`src/design/bsmt_pkg.sv`:
```
`default_nettype none

package bsmt_pkg;

   // Default sizing
   localparam int CAPACITY_DEF     = 256;
   localparam int MAX_TRANSFER_DEF = 8;

   // Fixed field widths
   localparam int LANES      = 8;
   localparam int LANE_SEL_W = 3;
   localparam int BYTE_W     = 8;
   localparam int KIND_W     = 2;
   localparam int LEN_W      = 4;
   localparam int DATA_W     = 64;
   localparam int STATUS_W   = 2;
   localparam int FILL_W     = 8;

   // Request kinds
   localparam logic [KIND_W-1:0] KIND_PUSH = 2'd0;
   localparam logic [KIND_W-1:0] KIND_POP  = 2'd1;
   localparam logic [KIND_W-1:0] KIND_PEEK = 2'd2;

   // Result status codes
   localparam logic [STATUS_W-1:0] STATUS_OK        = 2'd0;
   localparam logic [STATUS_W-1:0] STATUS_OVERFLOW  = 2'd1;
   localparam logic [STATUS_W-1:0] STATUS_UNDERFLOW = 2'd2;

   // Access control from the top level to the byte store
   typedef struct packed {
      logic             en;      // advance: write allowed, read register loads
      logic             write;   // accepted push that passed the overflow check
      logic [LEN_W-1:0] length;  // bytes in this transfer
   } xfer_ctl_type;

endpackage

`default_nettype wire

```
`src/design/bsmt_if.sv`:
```
`default_nettype none

// Request channel
interface bsmt_req_if;
   import bsmt_pkg::*;

   logic              valid;
   logic              ready;
   logic [KIND_W-1:0] kind;
   logic [LEN_W-1:0]  length;
   logic [DATA_W-1:0] write_data;

   modport source (output valid, output kind, output length, output write_data,
                   input ready);
   modport sink   (input valid, input kind, input length, input write_data,
                   output ready);
endinterface

// Result channel
interface bsmt_rsp_if;
   import bsmt_pkg::*;

   logic                valid;
   logic                ready;
   logic [STATUS_W-1:0] status;
   logic [DATA_W-1:0]   read_data;
   logic [FILL_W-1:0]   fill_level;

   modport source (output valid, output status, output read_data, output fill_level,
                   input ready);
   modport sink   (input valid, input status, input read_data, input fill_level,
                   output ready);
endinterface

`default_nettype wire

```
`src/design/byte_stack_multi_transfer_unit.sv`:
```
// Byte stack with push, pop and peek transfers of up to eight bytes.
// Each result passes through the stage 1 registers and then the result register.
// Throughput: one item per cycle while the result side takes items; the
//   banked store reads and writes each of its eight banks once per cycle.
// Reset: synchronous; clears the fill level and both pipeline valids.
//   Stack contents are not cleared and are undefined until pushed.
`default_nettype none

module byte_stack_multi_transfer_unit #(
   parameter int CAPACITY     = bsmt_pkg::CAPACITY_DEF,
   parameter int MAX_TRANSFER = bsmt_pkg::MAX_TRANSFER_DEF
) (
   input wire logic    clock,
   input wire logic    reset,
   bsmt_req_if.sink    req_chan,
   bsmt_rsp_if.source  rsp_chan
);
   import bsmt_pkg::*;

   localparam int ADDR_W = $clog2(CAPACITY);
   localparam int SUM_W  = ((ADDR_W > LEN_W) ? ADDR_W : LEN_W) + 1;
   localparam logic [SUM_W-1:0] TOP_LIMIT = SUM_W'(CAPACITY - 1);
   localparam logic [LEN_W-1:0] MAX_LEN   = LEN_W'(MAX_TRANSFER);

   // Handshake
   logic advance;
   logic accept;

   // Request decode
   logic              is_push;
   logic              is_read;
   logic [LEN_W-1:0]  len_sat;
   logic [SUM_W-1:0]  top_ext;
   logic [SUM_W-1:0]  len_ext;
   logic [SUM_W-1:0]  push_sum;
   logic [SUM_W-1:0]  pop_base;
   logic              overflow;
   logic              underflow;
   logic [ADDR_W-1:0] base;
   logic [ADDR_W+FILL_W-1:0] fill_ext;

   // Fill level
   logic [ADDR_W-1:0] top_ff;
   logic [ADDR_W-1:0] top_in;

   // Stage 1: decoded item, waiting on bank read data
   logic                  s1_valid_ff;
   logic [STATUS_W-1:0]   s1_status_ff;
   logic [STATUS_W-1:0]   s1_status_in;
   logic [FILL_W-1:0]     s1_fill_ff;
   logic [LEN_W-1:0]      s1_len_ff;
   logic [LEN_W-1:0]      s1_len_in;
   logic [LANE_SEL_W-1:0] s1_rot_ff;
   logic [ADDR_W+LANE_SEL_W-1:0] base_wide;

   // Stage 2: result register
   logic                rsp_valid_ff;
   logic [STATUS_W-1:0] rsp_status_ff;
   logic [DATA_W-1:0]   rsp_data_ff;
   logic [DATA_W-1:0]   rsp_data_in;
   logic [FILL_W-1:0]   rsp_fill_ff;

   // Store interface
   xfer_ctl_type                  store_ctl;
   logic [LANES-1:0][BYTE_W-1:0]  lane_rd;

   // Pipeline moves when the result register is free or being taken
   assign advance        = !rsp_valid_ff || rsp_chan.ready;
   assign accept         = req_chan.valid && advance;
   assign req_chan.ready = advance;

   // Checks and new fill level
   always_comb begin
      is_push   = (req_chan.kind == KIND_PUSH);
      is_read   = (req_chan.kind == KIND_POP) || (req_chan.kind == KIND_PEEK);
      len_sat   = (req_chan.length > MAX_LEN) ? MAX_LEN : req_chan.length;
      top_ext   = {{(SUM_W-ADDR_W){1'b0}}, top_ff};
      len_ext   = {{(SUM_W-LEN_W){1'b0}}, len_sat};
      push_sum  = top_ext + len_ext;
      pop_base  = top_ext - len_ext;
      overflow  = is_push && (push_sum > TOP_LIMIT);
      underflow = is_read && (len_ext > top_ext);
      base      = is_push ? top_ff : pop_base[ADDR_W-1:0];

      top_in = top_ff;
      if (is_push && !overflow) begin
         top_in = push_sum[ADDR_W-1:0];
      end else if ((req_chan.kind == KIND_POP) && !underflow) begin
         top_in = pop_base[ADDR_W-1:0];
      end

      priority if (overflow) begin
         s1_status_in = STATUS_OVERFLOW;
      end else if (underflow) begin
         s1_status_in = STATUS_UNDERFLOW;
      end else begin
         s1_status_in = STATUS_OK;
      end

      s1_len_in = (is_read && !underflow) ? len_sat : '0;
      fill_ext  = {{FILL_W{1'b0}}, top_in};
      base_wide = {{LANE_SEL_W{1'b0}}, base};
   end

   assign store_ctl.en     = advance;
   assign store_ctl.write  = accept && is_push && !overflow;
   assign store_ctl.length = len_sat;

   bsmt_store #(
      .CAPACITY (CAPACITY)
   ) u_store (
      .clock   (clock),
      .ctl     (store_ctl),
      .base    (base),
      .wdata   (req_chan.write_data),
      .lane_rd (lane_rd)
   );

   // Fill level register
   always_ff @(posedge clock) begin
      if (reset) begin
         top_ff <= '0;
      end else if (accept) begin
         top_ff <= top_in;
      end
   end

   // Stage 1 registers
   always_ff @(posedge clock) begin
      if (reset) begin
         s1_valid_ff <= 1'b0;
      end else if (advance) begin
         s1_valid_ff <= accept;
      end
   end

   always_ff @(posedge clock) begin
      if (advance) begin
         s1_status_ff <= s1_status_in;
         s1_fill_ff   <= fill_ext[FILL_W-1:0];
         s1_len_ff    <= accept ? s1_len_in : '0;
         s1_rot_ff    <= base_wide[LANE_SEL_W-1:0];
      end
   end

   // Rotate bank bytes into address order, zero past the length
   always_comb begin
      for (int i = 0; i < LANES; i++) begin
         rsp_data_in[BYTE_W*i +: BYTE_W] =
            (LEN_W'(i) < s1_len_ff) ? lane_rd[LANE_SEL_W'(s1_rot_ff + LANE_SEL_W'(i))]
                                    : '0;
      end
   end

   // Result register
   always_ff @(posedge clock) begin
      if (reset) begin
         rsp_valid_ff <= 1'b0;
      end else if (advance) begin
         rsp_valid_ff <= s1_valid_ff;
      end
   end

   always_ff @(posedge clock) begin
      if (advance) begin
         rsp_status_ff <= s1_status_ff;
         rsp_data_ff   <= rsp_data_in;
         rsp_fill_ff   <= s1_fill_ff;
      end
   end

   assign rsp_chan.valid      = rsp_valid_ff;
   assign rsp_chan.status     = rsp_status_ff;
   assign rsp_chan.read_data  = rsp_data_ff;
   assign rsp_chan.fill_level = rsp_fill_ff;

endmodule

`default_nettype wire

```
`src/design/bsmt_store.sv`:
```
`default_nettype none

// Byte store split into eight interleaved banks: address a lives in bank a mod 8,
// row a / 8. Eight consecutive bytes touch each bank at most once.
module bsmt_store #(
   parameter  int CAPACITY = bsmt_pkg::CAPACITY_DEF,
   localparam int ADDR_W   = $clog2(CAPACITY)
) (
   input  wire logic                                        clock,
   input  wire bsmt_pkg::xfer_ctl_type                      ctl,
   input  wire logic [ADDR_W-1:0]                           base,
   input  wire logic [bsmt_pkg::DATA_W-1:0]                 wdata,
   output logic [bsmt_pkg::LANES-1:0][bsmt_pkg::BYTE_W-1:0] lane_rd
);
   import bsmt_pkg::*;

   localparam int ROWS  = (CAPACITY + LANES - 1) / LANES;
   localparam int ROW_W = (ROWS > 1) ? $clog2(ROWS) : 1;

   logic [ADDR_W+LANE_SEL_W-1:0] base_ext;
   logic [ROW_W-1:0]             base_row;
   logic [LANE_SEL_W-1:0]        base_lo;

   // Split the start address into row and starting bank
   assign base_ext = {{LANE_SEL_W{1'b0}}, base};
   assign base_lo  = base_ext[LANE_SEL_W-1:0];
   assign base_row = ROW_W'(base_ext >> LANE_SEL_W);

   for (genvar b = 0; b < LANES; b++) begin : g_bank
      logic [BYTE_W-1:0]     mem [ROWS];
      logic [BYTE_W-1:0]     rd_ff;
      logic [LANE_SEL_W-1:0] offset;
      logic [ROW_W-1:0]      row;
      logic                  used;
      logic [BYTE_W-1:0]     wbyte;

      // Offset of this bank within the transfer; banks below the start wrap a row
      assign offset = LANE_SEL_W'(LANE_SEL_W'(b) - base_lo);
      assign row    = base_row + ROW_W'(LANE_SEL_W'(b) < base_lo);
      assign used   = {1'b0, offset} < ctl.length;
      assign wbyte  = wdata[BYTE_W*offset +: BYTE_W];

      always_ff @(posedge clock) begin
         if (ctl.en && ctl.write && used) begin
            mem[row] <= wbyte;
         end
         if (ctl.en) begin
            rd_ff <= mem[row];
         end
      end

      assign lane_rd[b] = rd_ff;
   end

endmodule

`default_nettype wire

```
`src/flat_wrapper.sv`:
```
// flat-port wrapper written by rule: the top's interface ports become plain ports
module byte_stack_multi_transfer_unit_flat import bsmt_pkg::*;
#(
   parameter int CAPACITY     = bsmt_pkg::CAPACITY_DEF,
   parameter int MAX_TRANSFER = bsmt_pkg::MAX_TRANSFER_DEF
)
  (clock, reset, req_chan_valid, req_chan_kind, req_chan_length, req_chan_write_data, req_chan_ready, rsp_chan_valid, rsp_chan_status, rsp_chan_read_data, rsp_chan_fill_level, rsp_chan_ready);
  bsmt_req_if req_chan_i ();
  bsmt_rsp_if rsp_chan_i ();
  input wire logic clock;
  input wire logic reset;
  input wire logic [$bits(req_chan_i.valid)-1:0] req_chan_valid;
  input wire logic [$bits(req_chan_i.kind)-1:0] req_chan_kind;
  input wire logic [$bits(req_chan_i.length)-1:0] req_chan_length;
  input wire logic [$bits(req_chan_i.write_data)-1:0] req_chan_write_data;
  output wire logic [$bits(req_chan_i.ready)-1:0] req_chan_ready;
  output wire logic [$bits(rsp_chan_i.valid)-1:0] rsp_chan_valid;
  output wire logic [$bits(rsp_chan_i.status)-1:0] rsp_chan_status;
  output wire logic [$bits(rsp_chan_i.read_data)-1:0] rsp_chan_read_data;
  output wire logic [$bits(rsp_chan_i.fill_level)-1:0] rsp_chan_fill_level;
  input wire logic [$bits(rsp_chan_i.ready)-1:0] rsp_chan_ready;
  assign req_chan_i.valid = req_chan_valid;
  assign req_chan_i.kind = req_chan_kind;
  assign req_chan_i.length = req_chan_length;
  assign req_chan_i.write_data = req_chan_write_data;
  assign req_chan_ready = req_chan_i.ready;
  assign rsp_chan_valid = rsp_chan_i.valid;
  assign rsp_chan_status = rsp_chan_i.status;
  assign rsp_chan_read_data = rsp_chan_i.read_data;
  assign rsp_chan_fill_level = rsp_chan_i.fill_level;
  assign rsp_chan_i.ready = rsp_chan_ready;
  byte_stack_multi_transfer_unit #(.CAPACITY(CAPACITY), .MAX_TRANSFER(MAX_TRANSFER)) u_core (.clock(clock), .reset(reset), .req_chan(req_chan_i), .rsp_chan(rsp_chan_i));
endmodule
```
`config.mk`:
```
export PLATFORM = sky130hd
export DESIGN_NAME = byte_stack_multi_transfer_unit_flat
export DESIGN_NICKNAME = d
export VERILOG_FILES = /design/src/design/bsmt_pkg.sv /design/src/design/bsmt_if.sv /design/src/design/byte_stack_multi_transfer_unit.sv /design/src/design/bsmt_store.sv /design/src/flat_wrapper.sv
export SDC_FILE = /design/constraint.sdc
export NUM_CORES = 2
export LEC_CHECK = 0
export BUFFER_PORTS_ARGS = -buffer_cell sky130_fd_sc_hd__buf_2
export CAP_MARGIN = 20
export CORE_UTILIZATION = 38
export CTS_CLUSTER_DIAMETER = 60
export CTS_CLUSTER_SIZE = 16
export DETAILED_ROUTE_END_ITERATION = 12
export PLACE_DENSITY = 0.53
export SLEW_MARGIN = 30
export SYNTH_ARGS = -nofsm -noshare
export SYNTH_HDL_FRONTEND = slang
export SYNTH_SLANG_ARGS = --single-unit
```
`constraint.sdc`:
```
create_clock -name clock -period 7.9 [get_ports clock]
set_input_delay 0.395 -clock clock [delete_from_list [all_inputs] [get_ports clock]]
set_output_delay 0.395 -clock clock [all_outputs]
set_load 0.1 [all_outputs]
```
### Word-level counts from Yosys, hierarchy flattened

Memory sizes are Yosys's and may differ from the RTL's. A register that Yosys moved wholly into a read port is not among the register bits.
Cells that the tools add are included.

| storage, ports and cells | value |
|---|---|
| register bits after elaboration | 101 |
| bits in writable memories | 2,048 |
| bits of input ports | 74 |
| memories | 8 |

| operators by class | value |
|---|---|
| add/sub/neg operators | 25 |
| order comparisons | 35 |
| equal/unequal tests | 2 |
| shifts and indexed selects | 8 |
| muxes and demuxes | 37 |
| reductions and logical operators | 24 |

Memory list:

| name | words | bits a word | read ports | clocked after Yosys merged registers in | write ports | RTL line | RTL |
|---|---|---|---|---|---|---|---|
| u_core.u_store.g_bank[0].mem | 32 | 8 | 1 | 1 | 1 | bsmt_store.sv:30 | `logic [BYTE_W-1:0] mem [ROWS];` |
| u_core.u_store.g_bank[1].mem | 32 | 8 | 1 | 1 | 1 | bsmt_store.sv:30 |  |
| u_core.u_store.g_bank[2].mem | 32 | 8 | 1 | 1 | 1 | bsmt_store.sv:30 |  |
| u_core.u_store.g_bank[3].mem | 32 | 8 | 1 | 1 | 1 | bsmt_store.sv:30 |  |
| u_core.u_store.g_bank[4].mem | 32 | 8 | 1 | 1 | 1 | bsmt_store.sv:30 |  |
| u_core.u_store.g_bank[5].mem | 32 | 8 | 1 | 1 | 1 | bsmt_store.sv:30 |  |
| +2 memories | n/a | n/a | n/a | n/a | n/a | n/a |  |

Operators by type and width:

| operator | number |
|---|---|
| $shiftx A64 B7 Y8 | 8 |
| $bmux W8 S3 | 8 |
| $mux W8 | 11 |
| $add A5 B1 Y5 | 8 |
| $lt A3 B4 Y1 | 8 |
| $lt A3 B4 Y1 const B | 8 |
| $logic_and A1 B1 Y1 | 17 |
| $lt A3 B4 Y1 const A | 4 |
| $mux W1 | 16 |
| $add A3 B3 Y3 const B | 4 |
| $lt A3 B3 Y1 const A | 4 |
| $sub A3 B3 Y3 const A | 4 |
| $add A8 B4 Y9 | 1 |
| $gt A9 B8 Y1 const B | 1 |
| $gt A4 B8 Y1 | 1 |
| $lt A1 B4 Y1 const A | 2 |
| $lt A2 B4 Y1 const A | 2 |
| $sub A8 B4 Y8 | 1 |
| $add A3 B2 Y3 const B | 2 |
| $lt A1 B3 Y1 const A | 2 |
| $lt A2 B3 Y1 const A | 2 |
| $sub A1 B3 Y3 const A | 2 |
| $sub A2 B3 Y3 const A | 2 |
| $gt A4 B4 Y1 const B | 1 |
| 9 further kinds | 12 |

### Depth between registers and ports, before layout

| logic depth | value |
|---|---|
| word-level depth | 11 |
| gate-level depth with buffers | 23 |

### By module

Synthesis repeated with hierarchy kept, for this count alone.

| second synthesis, totals | value |
|---|---|
| cell total of the unflattened synthesis | 4,865 |
| area, all modules | 92,154.6 µm² |

Modules (own cells, without submodules):

| module | times used | cells an instance | area each (µm²) | seq. area each (µm²) |
|---|---|---|---|---|
| bsmt_store | 1 | 4,316 | 85,584.6 | 63,420.8 |
| byte_stack_multi_transfer_unit | 1 | 549 | 6,570.1 | 2,932.8 |

### Least setup slack after synthesis

No wires, ideal clock.

| timing path | value |
|---|---|
| kind | reg2reg |
| from | reg u_core.rsp_valid_ff, in the netlist u_core.rsp_chan.valid |
| to | mem u_core.u_store.g_bank[6].mem[16][0] (enable) |
| data arrival time | 6.791 ns |
| data required time | 7.505 ns |
| slack | 0.715 ns |
| cell stages (with the launch flop) | 9 |
| clock period less this slack | 7.185 ns |
| cells stage by stage | dfxtp_1 nor2b_1 inv_1 and2_1 clkbuf_1 nand3_1 or3_1 clkbuf_1 nor4_1 |

| between the ends | value |
|---|---|
| longest elaborated chain between the ends | 9 |

RTL lines:

| element | RTL line | RTL |
|---|---|---|
| start, declared | byte_stack_multi_transfer_unit.sv:57 | `logic rsp_valid_ff;` |
| start signal, assigned | byte_stack_multi_transfer_unit.sv:160 | `rsp_valid_ff <= s1_valid_ff;` |
| $logic_not A1 Y1 (*) | byte_stack_multi_transfer_unit.sv:68 | `assign advance = !rsp_valid_ff \|\| rsp_chan.ready;` |
| $logic_or A1 B1 Y1 (*) | byte_stack_multi_transfer_unit.sv:68 |  |
| named net req_chan_ready | flat_wrapper.sv:16 | `output wire logic [$bits(req_chan_i.ready)-1:0] req_chan_ready;` |
| $logic_and A1 B1 Y1 | byte_stack_multi_transfer_unit.sv:69 | `assign accept = req_chan.valid && advance;` |
| $logic_and A1 B1 Y1 (2 in a row) | byte_stack_multi_transfer_unit.sv:106 | `assign store_ctl.write = accept && is_push && !overflow;` |
| $logic_and A1 B1 Y1 (*) (2 in a row) | bsmt_store.sv:44 | `if (ctl.en && ctl.write && used) begin` |
| $mux W1 (*) | bsmt_store.sv:44 |  |
| $mux W1 (implied by the code) (*) | bsmt_store.sv:45 | `mem[row] <= wbyte;` |
| end, declared | bsmt_store.sv:30 |  |

The timed path passes the listed nets; every way through them passes the cells marked *.

### Worst setup path in the final report

| timing path | value |
|---|---|
| from | in req_chan_length[0] |
| to | mem u_core.u_store.g_bank[2].mem[3][4] (enable) |

| between the ends | value |
|---|---|
| longest elaborated chain between the ends | 11 |
| elaborated cells between the ends (all ways) | 17 |
| classes of those cells | 4 x add/sub; 4 x order compare; 4 x mux; 5 x reduce/logical |

RTL lines:

| element | RTL line | RTL |
|---|---|---|
| start, declared | flat_wrapper.sv:14 | `input wire logic [$bits(req_chan_i.length)-1:0] req_chan_length;` |
| $gt A4 B4 Y1 | byte_stack_multi_transfer_unit.sv:76 | `len_sat = (req_chan.length > MAX_LEN) ? MAX_LEN : req_chan.length;` |
| $mux W4 (*) | byte_stack_multi_transfer_unit.sv:76 |  |
| named net u_core.len_sat[0] | byte_stack_multi_transfer_unit.sv:32 | `logic [LEN_W-1:0] len_sat;` |
| branches (longest 9 deep; another with $sub A8 B4 Y8) | n/a |  |
| end, declared | bsmt_store.sv:30 |  |

Mark *: on every way through the listed nets, which the timed path passes.

==> qor.yml <==
status:
  status: "finished clean"
sta:
  maxSlewViolCount: 0
  fmax_mhz: 158
  fin_worst_skew_ns: 0.0468
  tightest_slew_ns: 1.02
  rsz0062_at_grt: "no"
  setup_tns_ns: 0
  setup-violations-final: 0
  post-route-min-period_ns: 6.32
  finalCritPeriodShare_pct: 80.0
  worst_slack_ns: 1.58
  hold_violations: 0
  max_slew_margin_pct: 32.2
global_routing:
  antenna_found_initial: 13
  grt_usage_pct: 20.0
  grt_max_degree: 115
  grt_pass1_wl_um: 348000
  global_route.overflow_total: 0
  grt_pass1_vias: 46400
synthesis:
  syn_area_mm2: 0.0918
  synth_cell_type_count: 83
  ys_async_sr_fraction_pct: 0
  syn_nets: 4814
  ys.warnings.count: 0
  synth_edf_count: 2203
  yosysTopAreaCell: "edfxtp_1"
  post_synth_inst_count: 4693
  synth-seq-cells: 2213
  postSynthAreaPerCell_um2: 19.6
  ys_seq_area_share_pct: 72.3
  synth_ff_type: "edfxtp_1"
  yosysTopAreaCellShare_pct: 72.1
  netlist_top_cells_area: "edfxtp_1 (72%), mux4_2 (15%), mux2i_1 (2.6%), nor2_1 (1.3%), nand2_1 (1.2%)"
pwr:
  seqPwrFrac_pct: 44.8
  combPwrFrac_pct: 29.8
  p_switching_w: 0.0114
  vdd_drop_max_uv: 261
  p_sw_share_pct: 33.5
  internal-power_w: 0.0226
  pwr-share-clk_pct: 25.5
  powerDensity_mw_per_mm2: 332
  p_leak_nw: 32.5
clock_tree:
  post_cts_buffers: 0
  cts.sinks: 2213
  clk_path_buf_depth: 3
  cts_buffers: 177
  cts_tree: "built"
  clk_latency_ns: 0.84
  htree_levels: 4
  hold_buffers: 4
  clk_pin_slew_worst_paths_ns: 0.06
  cts-root-buf: "clkbuf_16"
  ctsResizeCount: 0
die:
  core_mm2: 0.240
  die_y_um: 493
  rows: 180
  die-area_mm2: 0.243
  io_pins: 150
  initial_core_util_pct: 38.2
  fp.dieW_um: 493
setup_path:
  critPathSlowestCell: "a32oi_1"
  critPathLaunchType: "input pin"
  cp_top_family: "buffers and inverters"
  required_ns: 8.37
  path_buf_inv: 5
  path_cells: "dlygate4sd3_1, buf_2, nor2b_1, ha_1, inv_1, fa_1, xnor2_1, nor2_1, a21oi_2, buf_4, ha_1, a21oi_1, ha_4, ha_2, nand2b_1, a32oi_1, xor2_4, buf_4, nand2_1, nor2_1"
  cp_max_fo: 23
  worst_setup_path_end_kind: "flip-flop"
  setup.worst_path.class: "in2reg"
  cp.arrival_ns: 6.79
  max_stage_delay_ns: 0.73
finish:
  area_delta_synth_final_pct: 11.3
  nNetsFinal: 5005
  n_fill_cell: 20800
  final_util_pct: 42.5
  drive_above_1_share_pct: 26.0
drt:
  drt_iter0_drc: 4681
  drcViolationCount: 0
  vias: 46100
  wirelength_um: 244000
  firstDrtPassIters: 6
  drt-wirelength-per-cell_um: 29.9
  antenna_left: 0
  routed_via_density: 5.65
place:
  globalplace.congestion: 0.882
  io_buffers: 149
  hpwl_um: 166000
  place_ws_ns: 1.33
job:
  cap_violations: 0
worst_hold_path:
  hold_path.class: "in2reg"
-- layer usage --
layer  track usage (%)  share of wire [%]  up-vias  wire length [um]
met3              2.72                5.3      312             12900
li1                  -                  -    19600                 -
met1              28.4                 43    24800            106000
met5                 0                  0        -                 0
met4              6.65                3.4        0              8340
met2              31.9                 48     1505            117000
-- power by group through the flow --
stage	clock network (W)	registers (W)	logic (W)
CTS	0.00884	0.0152	0.0102
detailed placement	0	0.0154	0.0102
floorplan	0	0.0156	0.00602
global route	0.00922	0.0152	0.0107
global placement	0	0.0154	0.0101
finish	0.00865	0.0152	0.0101
-- Yosys cell counts, types with 10 or more instances --
cell      number
nand3_1       37
xnor2_1       28
dfxtp_1       10
nor2b_1       13
buf_1         30
a32o_1        13
a22o_1        26
mux2i_1      237
or3_1         20
a21o_1        14
buf_2         52
a21boi_0      12
nor2_1       319
nor3_1        39
a221oi_1      10
buf_4         13
o21ai_0       28
ha_1          45
o21ba_2       11
nand4_1       25
edfxtp_1    2203
mux2_2        73
a211oi_1      44
nand2b_1      14
nor4_1        11
a21oi_1       93
clkbuf_1     163
and3_1        19
nand2_1      304
inv_1         20
mux4_2       605
-- registers in the layout (all words and copies together), names as in the netlist, 3 cells and up --
name / count
u_core.top_ff: 8
u_core.u_store.g_bank.mem: 2048
u_core.u_store.g_bank.rd_ff: 64
u_core.s1_fill_ff: 8
u_core.s1_len_ff: 4
u_core.s1_rot_ff: 3
u_core.rsp_chan.read_data: 64
u_core.rsp_chan.fill_level: 8
-- worst reg2reg max path: stages, from the launching register on --
cell      delay (ns)
dfxtp_1         0.44
inv_1           0.07
ha_1            0.22
inv_1           0.08
fa_1            0.47
mux2i_4         0.23
buf_4           0.36
ha_1            0.27
a21oi_1         0.12
ha_4            0.23
ha_2            0.24
nand2b_1        0.25
a32oi_1         0.73
xor2_4          0.66
buf_4           0.43
nand2_1         0.16
nor2_1          0.65
-- cell usage in the layout (no fill, tap or decap), types with 44 or more instances in the layout --
master     instances
buf_2            149
buf_4            119
a211oi_1          44
edfxtp_1        2203
mux4_2           605
nand2_1          298
nor2_1           315
mux2_2            73
a21oi_1           91
clkbuf_16        180
mux2i_1          236
-- per-stage QoR --
stage                     instance area, um^2  instances  total power (W)  hold slack, ns
after global placement                  96500       7883           0.0255           0.406
after CTS                              102000       8157           0.0342          0.0311
after detailed placement                96600       7884           0.0256           0.407
after global routing                   102000       8163           0.0351          0.0567
after floorplan                         91800       4693           0.0216           0.400
final                                  102000       8170           0.0339           0.119
-- cells by family after synthesis --
logic type                 count (synthesis)  synth area share (%)
DFF                                     2213                  72.3
and+or+nand+nor                          846                  4.05
xor gates and xnor gates                  50                 0.657
AOI/OAI and AO/OA                        327                  2.57
adders and majority gates                 47                 0.657
buffers and inverters                    295                  1.42
muxes                                    915                  18.3
-- final timing paths --
path,from,to,slack [ns],cells after the start
worst max-delay path,req_chan_length[0],u_core.u_store.g_bank[2].mem[3][4],1.58,20
worst min-delay path,req_chan_length[3],u_core.s1_len_ff[0],0.12,2
worst max register to register,u_core.top_ff[0],u_core.u_store.g_bank[2].mem[3][4],1.91,16
worst min register to register,u_core.s1_fill_ff[3],u_core.rsp_chan.fill_level[3],0.42,0
-- final cells by class --
cell class | instances | area [um^2] | area share [%]
inverter | 27 | 106 | 0.104
multi-input combinational | 2185 | 24400 | 23.9
sequential | 2213 | 66400 | 65.0
antenna | 11 | 27.5 | 0.0269
clock buffer | 192 | 4550 | 4.45
clock inverter | 77 | 845 | 0.827
timing repair buffer | 280 | 1850 | 1.81
tap | 3185 | 3990 | 3.90
Note: power is estimated with default switching activity, not from simulation.
